==> config.mk <==
export PLATFORM = sky130hd
export DESIGN_NAME = dq_sliding_mode_current_controller
export DESIGN_NICKNAME = d
export VERILOG_FILES = /design/src/rtl/core/dqsmc_pkg.sv /design/src/rtl/core/dqsmc_datapath.sv /design/src/rtl/core/dqsmc_ctrl.sv /design/src/rtl/core/dq_sliding_mode_current_controller.sv
export VERILOG_INCLUDE_DIRS = /design/src /design/src/rtl/core
export SDC_FILE = /design/constraint.sdc
export NUM_CORES = 2
export LEC_CHECK = 0
export BUFFER_PORTS_ARGS = -buffer_cell sky130_fd_sc_hd__buf_2
export CORE_MARGIN = 2
export CORE_UTILIZATION = 30
export CTS_BUF_LIST = sky130_fd_sc_hd__clkbuf_8
export DETAILED_ROUTE_END_ITERATION = 16
export PLACE_DENSITY = 0.48
export SYNTH_ARGS = -nofsm -noshare
export SYNTH_HDL_FRONTEND = slang
export SYNTH_SLANG_ARGS = --single-unit
==> constraint.sdc <==
create_clock -name clk -period 16.5 [get_ports clk]
set_input_delay 0 -clock clk [delete_from_list [all_inputs] [get_ports clk]]
set_output_delay 0 -clock clk [all_outputs]
set_load 0.03 [all_outputs]
==> src/rtl/core/assert_macros.svh <==
// Assertion macros for the dq sliding-mode current controller.
// Checks compile in simulation and vanish when SYNTHESIS is defined.
`ifndef ASSERT_MACROS_SVH
`define ASSERT_MACROS_SVH

`ifndef SYNTHESIS

`define DQ_ASSERT(lbl, ck, rn, prop, msg) \
    lbl: assert property (@(posedge ck) disable iff (!rn) prop) else $error(msg);

`define DQ_ASSERT_NEVER(lbl, ck, rn, expr, msg) \
    lbl: assert property (@(posedge ck) disable iff (!rn) !(expr)) else $error(msg);

`else

`define DQ_ASSERT(lbl, ck, rn, prop, msg)

`define DQ_ASSERT_NEVER(lbl, ck, rn, expr, msg)

`endif

`endif

==> src/rtl/core/dqsmc_pkg.sv <==
// Shared types and constants of the dq sliding-mode current controller.
// No dependencies.
`default_nettype none

package dqsmc_pkg;

    typedef logic [2:0] cfg_idx_t;

    localparam cfg_idx_t CFG_SURFACE_SLOPE = 3'd0;
    localparam cfg_idx_t CFG_SWITCH_GAIN   = 3'd1;
    localparam cfg_idx_t CFG_INV_BOUNDARY  = 3'd2;
    localparam cfg_idx_t CFG_DRIVE_MIN     = 3'd3;
    localparam cfg_idx_t CFG_DRIVE_MAX     = 3'd4;
    localparam cfg_idx_t CFG_DT_STEP       = 3'd5;

    localparam logic [30:0] RST_SURFACE_SLOPE = 31'd32768000;
    localparam logic [31:0] RST_SWITCH_GAIN   = 32'd1572864;
    localparam logic [30:0] RST_INV_BOUNDARY  = 31'd13107;
    localparam logic [31:0] RST_DRIVE_MIN     = 32'hFFE8_0000;
    localparam logic [31:0] RST_DRIVE_MAX     = 32'd1572864;
    localparam logic [31:0] RST_DT_STEP       = 32'd429497;

    typedef logic [1:0] clr_sel_t;

    localparam clr_sel_t CLR_D    = 2'd0;
    localparam clr_sel_t CLR_Q    = 2'd1;
    localparam clr_sel_t CLR_BOTH = 2'd2;

    // +1.0 and -1.0 in Q2.16, 18 bits signed
    localparam logic signed [17:0] UNIT_POS = 18'sd65536;
    localparam logic signed [17:0] UNIT_NEG = -18'sd65536;

    typedef struct packed {
        logic [30:0] surface_slope;
        logic [31:0] switch_gain;
        logic [30:0] inv_boundary;
        logic [31:0] drive_min;
        logic [31:0] drive_max;
        logic [31:0] dt_step;
    } cfg_t;

    typedef enum logic [3:0] {
        OP_NONE,
        OP_ERR,
        OP_MUL_INC,
        OP_INTEG,
        OP_MUL_HI,
        OP_MUL_LO,
        OP_SUM,
        OP_SURF,
        OP_MUL_SURF,
        OP_UNIT,
        OP_MUL_GAIN,
        OP_CLAMP
    } dp_op_t;

    typedef enum logic [3:0] {
        S_IDLE,
        S_ERR,
        S_MINC,
        S_INTG,
        S_MHI,
        S_MLO,
        S_SUM,
        S_SURF,
        S_MSURF,
        S_UNIT,
        S_MGAIN,
        S_CLAMP,
        S_DONE
    } state_t;

    typedef struct packed {
        dp_op_t op;
        logic   axis;   // 0 d, 1 q
        logic   load;   // capture input word, apply clear
        logic   push;   // move finished result to output register
    } cmd_t;

    typedef struct packed {
        logic out_full;
    } status_t;

endpackage

`default_nettype wire

==> src/rtl/core/dqsmc_datapath.sv <==
// Datapath of the dq sliding-mode current controller: shared 33x33 multiplier,
// per-axis integrals, result staging and output register. Uses dqsmc_pkg.
`default_nettype none

module dqsmc_datapath (
    input  wire logic               clk,
    input  wire logic               rst_n,
    input  wire dqsmc_pkg::cmd_t    cmd,
    output dqsmc_pkg::status_t      status,
    input  wire dqsmc_pkg::cfg_t    cfg,
    input  wire logic [2:0]         s_tuser,
    input  wire logic [127:0]       s_tdata,
    input  wire logic               m_tready,
    output logic                    m_tvalid,
    output logic [135:0]            m_tdata
);

    logic [127:0]        in_data_reg;
    logic signed [31:0]  err_reg;
    logic signed [65:0]  prod_reg;
    logic signed [47:0]  now_reg;
    logic signed [55:0]  hi_prod_reg;
    logic signed [47:0]  term_reg;
    logic signed [31:0]  surf_reg;
    logic signed [17:0]  unit_reg;
    logic signed [47:0]  integ_d_reg;
    logic signed [47:0]  integ_q_reg;
    logic [31:0]         res_vd_reg;
    logic [31:0]         res_vq_reg;
    logic [31:0]         res_sd_reg;
    logic [31:0]         res_sq_reg;
    logic                res_cd_reg;
    logic                res_cq_reg;
    logic [129:0]        out_data_reg;
    logic                out_valid_reg;

    logic [31:0]         ref_sel;
    logic [31:0]         meas_sel;
    logic signed [32:0]  diff;
    logic signed [31:0]  err_next;
    logic signed [47:0]  integ_old;
    logic signed [50:0]  integ_sum;
    logic signed [47:0]  now_next;
    logic [79:0]         wide_sum;
    logic signed [48:0]  surf_sum;
    logic signed [31:0]  surf_next;
    logic signed [49:0]  unit_q;
    logic signed [17:0]  unit_next;
    logic signed [32:0]  raw;
    logic signed [32:0]  lim_max;
    logic signed [32:0]  lim_min;
    logic                over_max;
    logic                under_min;
    logic                clamp_hit;
    logic [31:0]         v_next;
    logic signed [32:0]  mul_a;
    logic signed [32:0]  mul_b;
    logic signed [65:0]  mul_p;

    assign ref_sel  = cmd.axis ? in_data_reg[95:64]  : in_data_reg[31:0];
    assign meas_sel = cmd.axis ? in_data_reg[127:96] : in_data_reg[63:32];
    assign diff     = $signed({ref_sel[31], ref_sel}) - $signed({meas_sel[31], meas_sel});

    always_comb
    begin
        if (diff[32] != diff[31])
            err_next = diff[32] ? 32'sh8000_0000 : 32'sh7FFF_FFFF;
        else
            err_next = diff[31:0];
    end

    // integral + floor(err * dt / 2^16), saturated to 48 bits
    assign integ_old = cmd.axis ? integ_q_reg : integ_d_reg;
    assign integ_sum = $signed({{3{integ_old[47]}}, integ_old})
                     + $signed({prod_reg[65], prod_reg[65:16]});

    always_comb
    begin
        if (integ_sum[50:47] == {4{integ_sum[47]}})
            now_next = integ_sum[47:0];
        else
            now_next = integ_sum[50] ? 48'sh8000_0000_0000 : 48'sh7FFF_FFFF_FFFF;
    end

    // slope * integral = (slope * hi) << 24 + slope * lo, then >> 32
    assign wide_sum = {hi_prod_reg, 24'd0} + {24'd0, prod_reg[55:0]};

    assign surf_sum = $signed({{17{err_reg[31]}}, err_reg})
                    + $signed({term_reg[47], term_reg});

    always_comb
    begin
        if (surf_sum[48:31] == {18{surf_sum[31]}})
            surf_next = surf_sum[31:0];
        else
            surf_next = surf_sum[48] ? 32'sh8000_0000 : 32'sh7FFF_FFFF;
    end

    assign unit_q = prod_reg[65:16];

    always_comb
    begin
        if (unit_q > 50'sd65536)
            unit_next = dqsmc_pkg::UNIT_POS;
        else if (unit_q < -50'sd65536)
            unit_next = dqsmc_pkg::UNIT_NEG;
        else
            unit_next = unit_q[17:0];
    end

    // gain * unit fits 49 bits, so the drive fits 33 bits
    assign raw       = prod_reg[48:16];
    assign lim_max   = $signed({cfg.drive_max[31], cfg.drive_max});
    assign lim_min   = $signed({cfg.drive_min[31], cfg.drive_min});
    assign over_max  = raw > lim_max;
    assign under_min = raw < lim_min;
    assign clamp_hit = over_max || under_min;

    always_comb
    begin
        if (over_max)
            v_next = cfg.drive_max;
        else if (under_min)
            v_next = cfg.drive_min;
        else
            v_next = raw[31:0];
    end

    always_comb
    begin
        mul_a = '0;
        mul_b = '0;
        case (cmd.op)
            dqsmc_pkg::OP_MUL_INC:
            begin
                mul_a = {err_reg[31], err_reg};
                mul_b = {1'b0, cfg.dt_step};
            end
            dqsmc_pkg::OP_MUL_HI:
            begin
                mul_a = {2'b00, cfg.surface_slope};
                mul_b = {{9{now_reg[47]}}, now_reg[47:24]};
            end
            dqsmc_pkg::OP_MUL_LO:
            begin
                mul_a = {2'b00, cfg.surface_slope};
                mul_b = {9'd0, now_reg[23:0]};
            end
            dqsmc_pkg::OP_MUL_SURF:
            begin
                mul_a = {surf_reg[31], surf_reg};
                mul_b = {2'b00, cfg.inv_boundary};
            end
            dqsmc_pkg::OP_MUL_GAIN:
            begin
                mul_a = {cfg.switch_gain[31], cfg.switch_gain};
                mul_b = {{15{unit_reg[17]}}, unit_reg};
            end
            default:
            begin
                mul_a = '0;
                mul_b = '0;
            end
        endcase
    end

    assign mul_p = mul_a * mul_b;

    always_ff @(posedge clk)
    begin
        if (cmd.load)
            in_data_reg <= s_tdata;
        if (cmd.push)
            out_data_reg <= {res_cq_reg, res_cd_reg, res_sq_reg, res_sd_reg,
                             res_vq_reg, res_vd_reg};
        case (cmd.op)
            dqsmc_pkg::OP_ERR:      err_reg <= err_next;
            dqsmc_pkg::OP_MUL_INC:  prod_reg <= mul_p;
            dqsmc_pkg::OP_INTEG:    now_reg <= now_next;
            dqsmc_pkg::OP_MUL_HI:   prod_reg <= mul_p;
            dqsmc_pkg::OP_MUL_LO:
            begin
                hi_prod_reg <= prod_reg[55:0];
                prod_reg    <= mul_p;
            end
            dqsmc_pkg::OP_SUM:      term_reg <= wide_sum[79:32];
            dqsmc_pkg::OP_SURF:     surf_reg <= surf_next;
            dqsmc_pkg::OP_MUL_SURF: prod_reg <= mul_p;
            dqsmc_pkg::OP_UNIT:     unit_reg <= unit_next;
            dqsmc_pkg::OP_MUL_GAIN: prod_reg <= mul_p;
            dqsmc_pkg::OP_CLAMP:
            begin
                if (cmd.axis)
                begin
                    res_vq_reg <= v_next;
                    res_sq_reg <= surf_reg;
                    res_cq_reg <= clamp_hit;
                end
                else
                begin
                    res_vd_reg <= v_next;
                    res_sd_reg <= surf_reg;
                    res_cd_reg <= clamp_hit;
                end
            end
            default:
            begin
            end
        endcase
    end

    always_ff @(posedge clk or negedge rst_n)
    begin
        if (!rst_n)
        begin
            integ_d_reg   <= '0;
            integ_q_reg   <= '0;
            out_valid_reg <= 1'b0;
        end
        else
        begin
            if (cmd.load && s_tuser[0])
            begin
                case (s_tuser[2:1])
                    dqsmc_pkg::CLR_D:    integ_d_reg <= '0;
                    dqsmc_pkg::CLR_Q:    integ_q_reg <= '0;
                    dqsmc_pkg::CLR_BOTH:
                    begin
                        integ_d_reg <= '0;
                        integ_q_reg <= '0;
                    end
                    default:
                    begin
                    end
                endcase
            end
            else if (cmd.op == dqsmc_pkg::OP_CLAMP && !clamp_hit)
            begin
                if (cmd.axis)
                    integ_q_reg <= now_reg;
                else
                    integ_d_reg <= now_reg;
            end

            if (cmd.push)
                out_valid_reg <= 1'b1;
            else if (m_tready)
                out_valid_reg <= 1'b0;
        end
    end

    assign status.out_full = out_valid_reg;
    assign m_tvalid        = out_valid_reg;
    assign m_tdata         = {6'd0, out_data_reg};

endmodule

`default_nettype wire

==> src/rtl/core/dqsmc_ctrl.sv <==
// Sequencer of the dq sliding-mode current controller: steps the datapath through
// both axes and hands results to the output register. Uses dqsmc_pkg, assert_macros.svh.
`default_nettype none

`include "assert_macros.svh"

module dqsmc_ctrl (
    input  wire logic               clk,
    input  wire logic               rst_n,
    input  wire logic               s_tvalid,
    output logic                    s_tready,
    input  wire logic               is_clear,
    input  wire logic               m_tready,
    input  wire dqsmc_pkg::status_t status,
    output dqsmc_pkg::cmd_t         cmd
);

    dqsmc_pkg::state_t state_reg;
    dqsmc_pkg::state_t state_next;
    logic              axis_reg;
    logic              axis_next;

    always_ff @(posedge clk or negedge rst_n)
    begin
        if (!rst_n)
        begin
            state_reg <= dqsmc_pkg::S_IDLE;
            axis_reg  <= 1'b0;
        end
        else
        begin
            state_reg <= state_next;
            axis_reg  <= axis_next;
        end
    end

    always_comb
    begin
        state_next = state_reg;
        axis_next  = axis_reg;
        s_tready   = 1'b0;
        cmd.op     = dqsmc_pkg::OP_NONE;
        cmd.axis   = axis_reg;
        cmd.load   = 1'b0;
        cmd.push   = 1'b0;
        unique case (state_reg)
            dqsmc_pkg::S_IDLE:
            begin
                s_tready = 1'b1;
                cmd.load = s_tvalid;
                if (s_tvalid && !is_clear)
                begin
                    axis_next  = 1'b0;
                    state_next = dqsmc_pkg::S_ERR;
                end
            end
            dqsmc_pkg::S_ERR:
            begin
                cmd.op     = dqsmc_pkg::OP_ERR;
                state_next = dqsmc_pkg::S_MINC;
            end
            dqsmc_pkg::S_MINC:
            begin
                cmd.op     = dqsmc_pkg::OP_MUL_INC;
                state_next = dqsmc_pkg::S_INTG;
            end
            dqsmc_pkg::S_INTG:
            begin
                cmd.op     = dqsmc_pkg::OP_INTEG;
                state_next = dqsmc_pkg::S_MHI;
            end
            dqsmc_pkg::S_MHI:
            begin
                cmd.op     = dqsmc_pkg::OP_MUL_HI;
                state_next = dqsmc_pkg::S_MLO;
            end
            dqsmc_pkg::S_MLO:
            begin
                cmd.op     = dqsmc_pkg::OP_MUL_LO;
                state_next = dqsmc_pkg::S_SUM;
            end
            dqsmc_pkg::S_SUM:
            begin
                cmd.op     = dqsmc_pkg::OP_SUM;
                state_next = dqsmc_pkg::S_SURF;
            end
            dqsmc_pkg::S_SURF:
            begin
                cmd.op     = dqsmc_pkg::OP_SURF;
                state_next = dqsmc_pkg::S_MSURF;
            end
            dqsmc_pkg::S_MSURF:
            begin
                cmd.op     = dqsmc_pkg::OP_MUL_SURF;
                state_next = dqsmc_pkg::S_UNIT;
            end
            dqsmc_pkg::S_UNIT:
            begin
                cmd.op     = dqsmc_pkg::OP_UNIT;
                state_next = dqsmc_pkg::S_MGAIN;
            end
            dqsmc_pkg::S_MGAIN:
            begin
                cmd.op     = dqsmc_pkg::OP_MUL_GAIN;
                state_next = dqsmc_pkg::S_CLAMP;
            end
            dqsmc_pkg::S_CLAMP:
            begin
                cmd.op = dqsmc_pkg::OP_CLAMP;
                if (axis_reg)
                    state_next = dqsmc_pkg::S_DONE;
                else
                begin
                    axis_next  = 1'b1;
                    state_next = dqsmc_pkg::S_ERR;
                end
            end
            dqsmc_pkg::S_DONE:
            begin
                if (!status.out_full || m_tready)
                begin
                    cmd.push   = 1'b1;
                    state_next = dqsmc_pkg::S_IDLE;
                end
            end
            default:
            begin
                state_next = dqsmc_pkg::S_IDLE;
            end
        endcase
    end

    `DQ_ASSERT(a_start_compute, clk, rst_n, (s_tvalid && s_tready && !is_clear) |=> (state_reg == dqsmc_pkg::S_ERR && !axis_reg), "compute word did not start d axis")
    `DQ_ASSERT_NEVER(a_ready_busy, clk, rst_n, (state_reg != dqsmc_pkg::S_IDLE) && s_tready, "ready while busy")
    `DQ_ASSERT(a_push_room, clk, rst_n, cmd.push |-> (!status.out_full || m_tready), "result pushed over pending word")
    `DQ_ASSERT(a_axis_order, clk, rst_n, (state_reg == dqsmc_pkg::S_CLAMP && !axis_reg) |=> (state_reg == dqsmc_pkg::S_ERR && axis_reg), "q axis did not follow d axis")

endmodule

`default_nettype wire

==> src/rtl/core/dq_sliding_mode_current_controller.sv <==
// Top level of the dq sliding-mode current controller: tuning registers,
// sequencer and datapath. Uses dqsmc_pkg, dqsmc_ctrl, dqsmc_datapath.
//
// Channel  Dir  Fields
// s_*      in   tdata: ref_d, meas_d, ref_q, meas_q; tuser: command, clear_select
// m_*      out  tdata: v_d, v_q, surface_d, surface_q, clamped_d, clamped_q
// cfg_*    in   write only: surface_slope .. dt_step at index 0 .. 5
//
// A compute word holds the sequencer from acceptance through 11 steps per axis, run in
// turn on one shared 33x33 multiplier (five products per axis), to a hand-off state that
// pushes its result into the output register.
// A clear word is taken in the idle state, leaves the sequencer idle and gives no result.
// Reset restores the tuning defaults and zeroes both integrals.
// A waiting result does not block acceptance; a finished result waits for the
// output register to free up, and input waits with it.
`default_nettype none

module dq_sliding_mode_current_controller (
    input  wire logic         clk,
    input  wire logic         rst_n,
    input  wire logic         s_tvalid,
    output logic              s_tready,
    input  wire logic [127:0] s_tdata,  // ref_d, meas_d, ref_q, meas_q
    input  wire logic [2:0]   s_tuser,  // command, clear_select
    output logic              m_tvalid,
    input  wire logic         m_tready,
    output logic [135:0]      m_tdata,  // v_d, v_q, surface_d, surface_q, clamped_d, clamped_q
    input  wire logic         cfg_we,
    input  wire logic [2:0]   cfg_index,
    input  wire logic [31:0]  cfg_data
);

    dqsmc_pkg::cfg_t    cfg_reg;
    dqsmc_pkg::cmd_t    cmd;
    dqsmc_pkg::status_t status;

    always_ff @(posedge clk or negedge rst_n)
    begin
        if (!rst_n)
        begin
            cfg_reg.surface_slope <= dqsmc_pkg::RST_SURFACE_SLOPE;
            cfg_reg.switch_gain   <= dqsmc_pkg::RST_SWITCH_GAIN;
            cfg_reg.inv_boundary  <= dqsmc_pkg::RST_INV_BOUNDARY;
            cfg_reg.drive_min     <= dqsmc_pkg::RST_DRIVE_MIN;
            cfg_reg.drive_max     <= dqsmc_pkg::RST_DRIVE_MAX;
            cfg_reg.dt_step       <= dqsmc_pkg::RST_DT_STEP;
        end
        else if (cfg_we)
        begin
            unique case (cfg_index)
                dqsmc_pkg::CFG_SURFACE_SLOPE: cfg_reg.surface_slope <= cfg_data[30:0];
                dqsmc_pkg::CFG_SWITCH_GAIN:   cfg_reg.switch_gain   <= cfg_data;
                dqsmc_pkg::CFG_INV_BOUNDARY:  cfg_reg.inv_boundary  <= cfg_data[30:0];
                dqsmc_pkg::CFG_DRIVE_MIN:     cfg_reg.drive_min     <= cfg_data;
                dqsmc_pkg::CFG_DRIVE_MAX:     cfg_reg.drive_max     <= cfg_data;
                dqsmc_pkg::CFG_DT_STEP:       cfg_reg.dt_step       <= cfg_data;
                default:
                begin
                end
            endcase
        end
    end

    dqsmc_ctrl u_ctrl (
        .clk      (clk),
        .rst_n    (rst_n),
        .s_tvalid (s_tvalid),
        .s_tready (s_tready),
        .is_clear (s_tuser[0]),
        .m_tready (m_tready),
        .status   (status),
        .cmd      (cmd)
    );

    dqsmc_datapath u_datapath (
        .clk      (clk),
        .rst_n    (rst_n),
        .cmd      (cmd),
        .status   (status),
        .cfg      (cfg_reg),
        .s_tuser  (s_tuser),
        .s_tdata  (s_tdata),
        .m_tready (m_tready),
        .m_tvalid (m_tvalid),
        .m_tdata  (m_tdata)
    );

endmodule

`default_nettype wire

==> results_dict.tcl <==
set metrics [dict create \
    synth-edff-count 688 \
    rsz0062_at_grt "false" \
    multi_input_area_um2 49800 \
    hold_buffers 339 \
    post_cts_resized 0 \
    via_per_inst 5.00 \
    crit-reg2reg-launch "u_ctrl.state_reg[3]$_DFFE_PN0P_" \
    synth.distinct_cells 90 \
    cp.depth 32 \
    setup_viol 0 \
    start_util_pct 30.2 \
    ff2ff_setup_slack_ns 4.77 \
    io_buffers 302 \
    syn-instance-count 7874 \
    end_kind "register" \
    synth_warnings 0 \
    path_common_cell "fa_1" \
    post_cts_buffers 0 \
    reg2reg_to "u_datapath.prod_reg[65]$_DFFE_PP_" \
    grt_usage_pct 21.1 \
    syn_area_per_cell_um2 10.6 \
    drv_cap 0 \
    syn_area_um2 83600 \
    ys_async_sr_fraction_pct 29.8 \
    synth.area.top_cells "fa_1 27%, edfxtp_1 25%, dfrtp_1 7.5%, ha_1 6.7%, inv_1 5.6%" \
    drt_wl_total_mm 301 \
    synth_seq_cells 980 \
    area_growth_pct 15.5 \
    fmax_mhz 85.2 \
    die_area_um2 283000 \
    drt_iter0_markers 5103 \
    antenna_left 0 \
    firstDrtPassIters 7 \
    synth_ff_type "edfxtp_1" \
    yosysSeqAreaShare_pct 33.5 \
    die_y_um 532 \
    clk_path_buf_depth 3 \
    yosys.area.top_type "fa_1" \
    htree_levels 4 \
    path_max_fanout 70 \
    arrival_ns 12.44 \
    fin_crit_sh_pct 71.1 \
    whs_endpoint "cfg_reg[51]$_DFFE_PN1P_" \
    crit_type "reg2reg" \
    cts_tree "yes" \
    gp_congestion 0.894 \
    fillers 27800 \
    slowest_stage "buf_4" \
    synthMostInstantiatedCell "inv_1" \
    start_kind "register" \
    cp.buffers_inverters 6 \
    synthTopCellsByCount "1242 x inv_1, 1125 x fa_1, 1061 x nand2_1" \
    dieWidth_um 532 \
    io_pins 309 \
    nets 10200 \
    fin_crit_ns 11.73 \
    tns_ns 0 \
    clock_sinks 980 \
    required_ns 17.21 \
    first_global_vias 65100 \
    min-delay-start "cfg_data[19]" \
    finalHoldViolations 0 \
    largest_register_ffs 190 \
    hold_depth 4 \
    slew_headroom_pct 14.3 \
    grt_remaining_overflow 0 \
    path_delay_family "adder cells" \
    clockRootBuffer "clkbuf_8" \
    grt_max_degree 141 \
    wl_per_cell_um 24.3 \
    core_area_um2 277000 \
    ff_latch_area_um2 28000 \
    status "completed" \
    numCtsBuffers 165 \
    fin_skew_ns 0.0720 \
    dp_hpwl_mm 226 \
    synth_top_area_share_pct 26.9 \
    reg2reg_depth 32 \
    max_stage_delay_ns 0.78 \
    drive_above_1_share_pct 12.1 \
    clkTransAtPathRegs_ns 0.07 \
    hp-class "in2reg" \
    grt_pass1_wl_mm 439 \
    drc_errors 0 \
    antenna_found_initial 44 \
    worstMarginPinSlew_ns 1.29 \
    via_count 61800 \
    num_rows 193 \
    insertion_delay_ns 0.96 \
    slew_violations 0 \
]
-- cell type report --
type,count,area share (%)
Antenna cell,18,0.0466
Clock buffer,176,2.51
Clock inverter,129,0.773
Inverter,1244,4.83
Multi-Input combinational cell,5291,51.5
Sequential cell,980,29.0
Tap cell,3705,4.80
Timing Repair Buffer,817,6.49
-- kinds of logic (layout without fill, tap and decap cells) --
| kind of cell | after synthesis | in the layout | share of synthesized area, % |
|---|---|---|---|
| compound gates | 1072 | 1072 | 8.27 |
| xor+xnor | 221 | 221 | 2.31 |
| fa+ha+maj | 1577 | 1577 | 33.7 |
| buf+inv | 1608 | 2366 | 7.27 |
| flops | 980 | 980 | 33.5 |
| mux | 335 | 335 | 4.39 |
| other cells | 1 | 24 | 0.00448 |
| simple gates | 2080 | 2080 | 10.6 |
-- placed cells by master, fill, tap and decap left out, types with 228 or more instances in the layout --
cell	n
inv_1	1303
fa_1	1124
nand2_1	1061
edfxtp_1	688
nor2_1	587
ha_1	445
dlygate4sd3_1	338
buf_2	301
o21ai_0	277
dfrtp_1	250
mux2_2	239
a21oi_1	228
-- worst reg2reg max path, delay by kind of cell, from the launching register on --
kind            cells  cell delay [ns]
compound gates     11             3.79
fa+ha+maj           9             4.02
buf+inv             6             1.06
flops               1             0.61
mux                 1             0.34
simple gates        5             1.67
-- how the worst max path moves through the flow --
| stage | slack (ns) | startpoint | end |
|---|---|---|---|
| detailed placement | 4.96 | u_ctrl.state_reg[1]$_DFFE_PN0P_ | u_datapath.prod_reg[65]$_DFFE_PP_ |
| global placement | 5.02 | u_ctrl.state_reg[2]$_DFFE_PN0P_ | u_datapath.prod_reg[65]$_DFFE_PP_ |
| finish | 4.77 | u_ctrl.state_reg[3]$_DFFE_PN0P_ | u_datapath.prod_reg[65]$_DFFE_PP_ |
| floorplan | 2.55 | u_ctrl.state_reg[2]$_DFFE_PN0P_ | u_datapath.out_data_reg[0]$_DFFE_PP_ |
| CTS | 4.88 | u_ctrl.state_reg[0]$_DFFE_PN0P_ | u_datapath.prod_reg[65]$_DFFE_PP_ |
| global route | 4.20 | u_ctrl.state_reg[0]$_DFFE_PN0P_ | u_datapath.prod_reg[65]$_DFFE_PP_ |
-- per-stage QoR --
stage               utilization, %  std cells  setup WS, ns  hold slack, ns  cell area [um2]
finish                        34.9      12400          4.77          0.0866            96600
global route                  34.9      12300          4.20          0.0832            96600
CTS                           34.9      12300          4.88          0.0119            96600
detailed placement            32.5      11700          4.96           0.159            90000
global placement              32.5      11700          5.02           0.145            90000
floorplan                        -       7879          2.55          -0.296            83700
-- layer usage --
layer	track usage, %	part of all wire [%]
met1	26.9	41
met2	35.1	48
met3	3.91	7.1
met4	8.80	4.5
met5	0	0.034
Power is left out: the tool's default activity adds up to more than one toggle a clock period on the data nets, which glitch-free logic cannot reach.
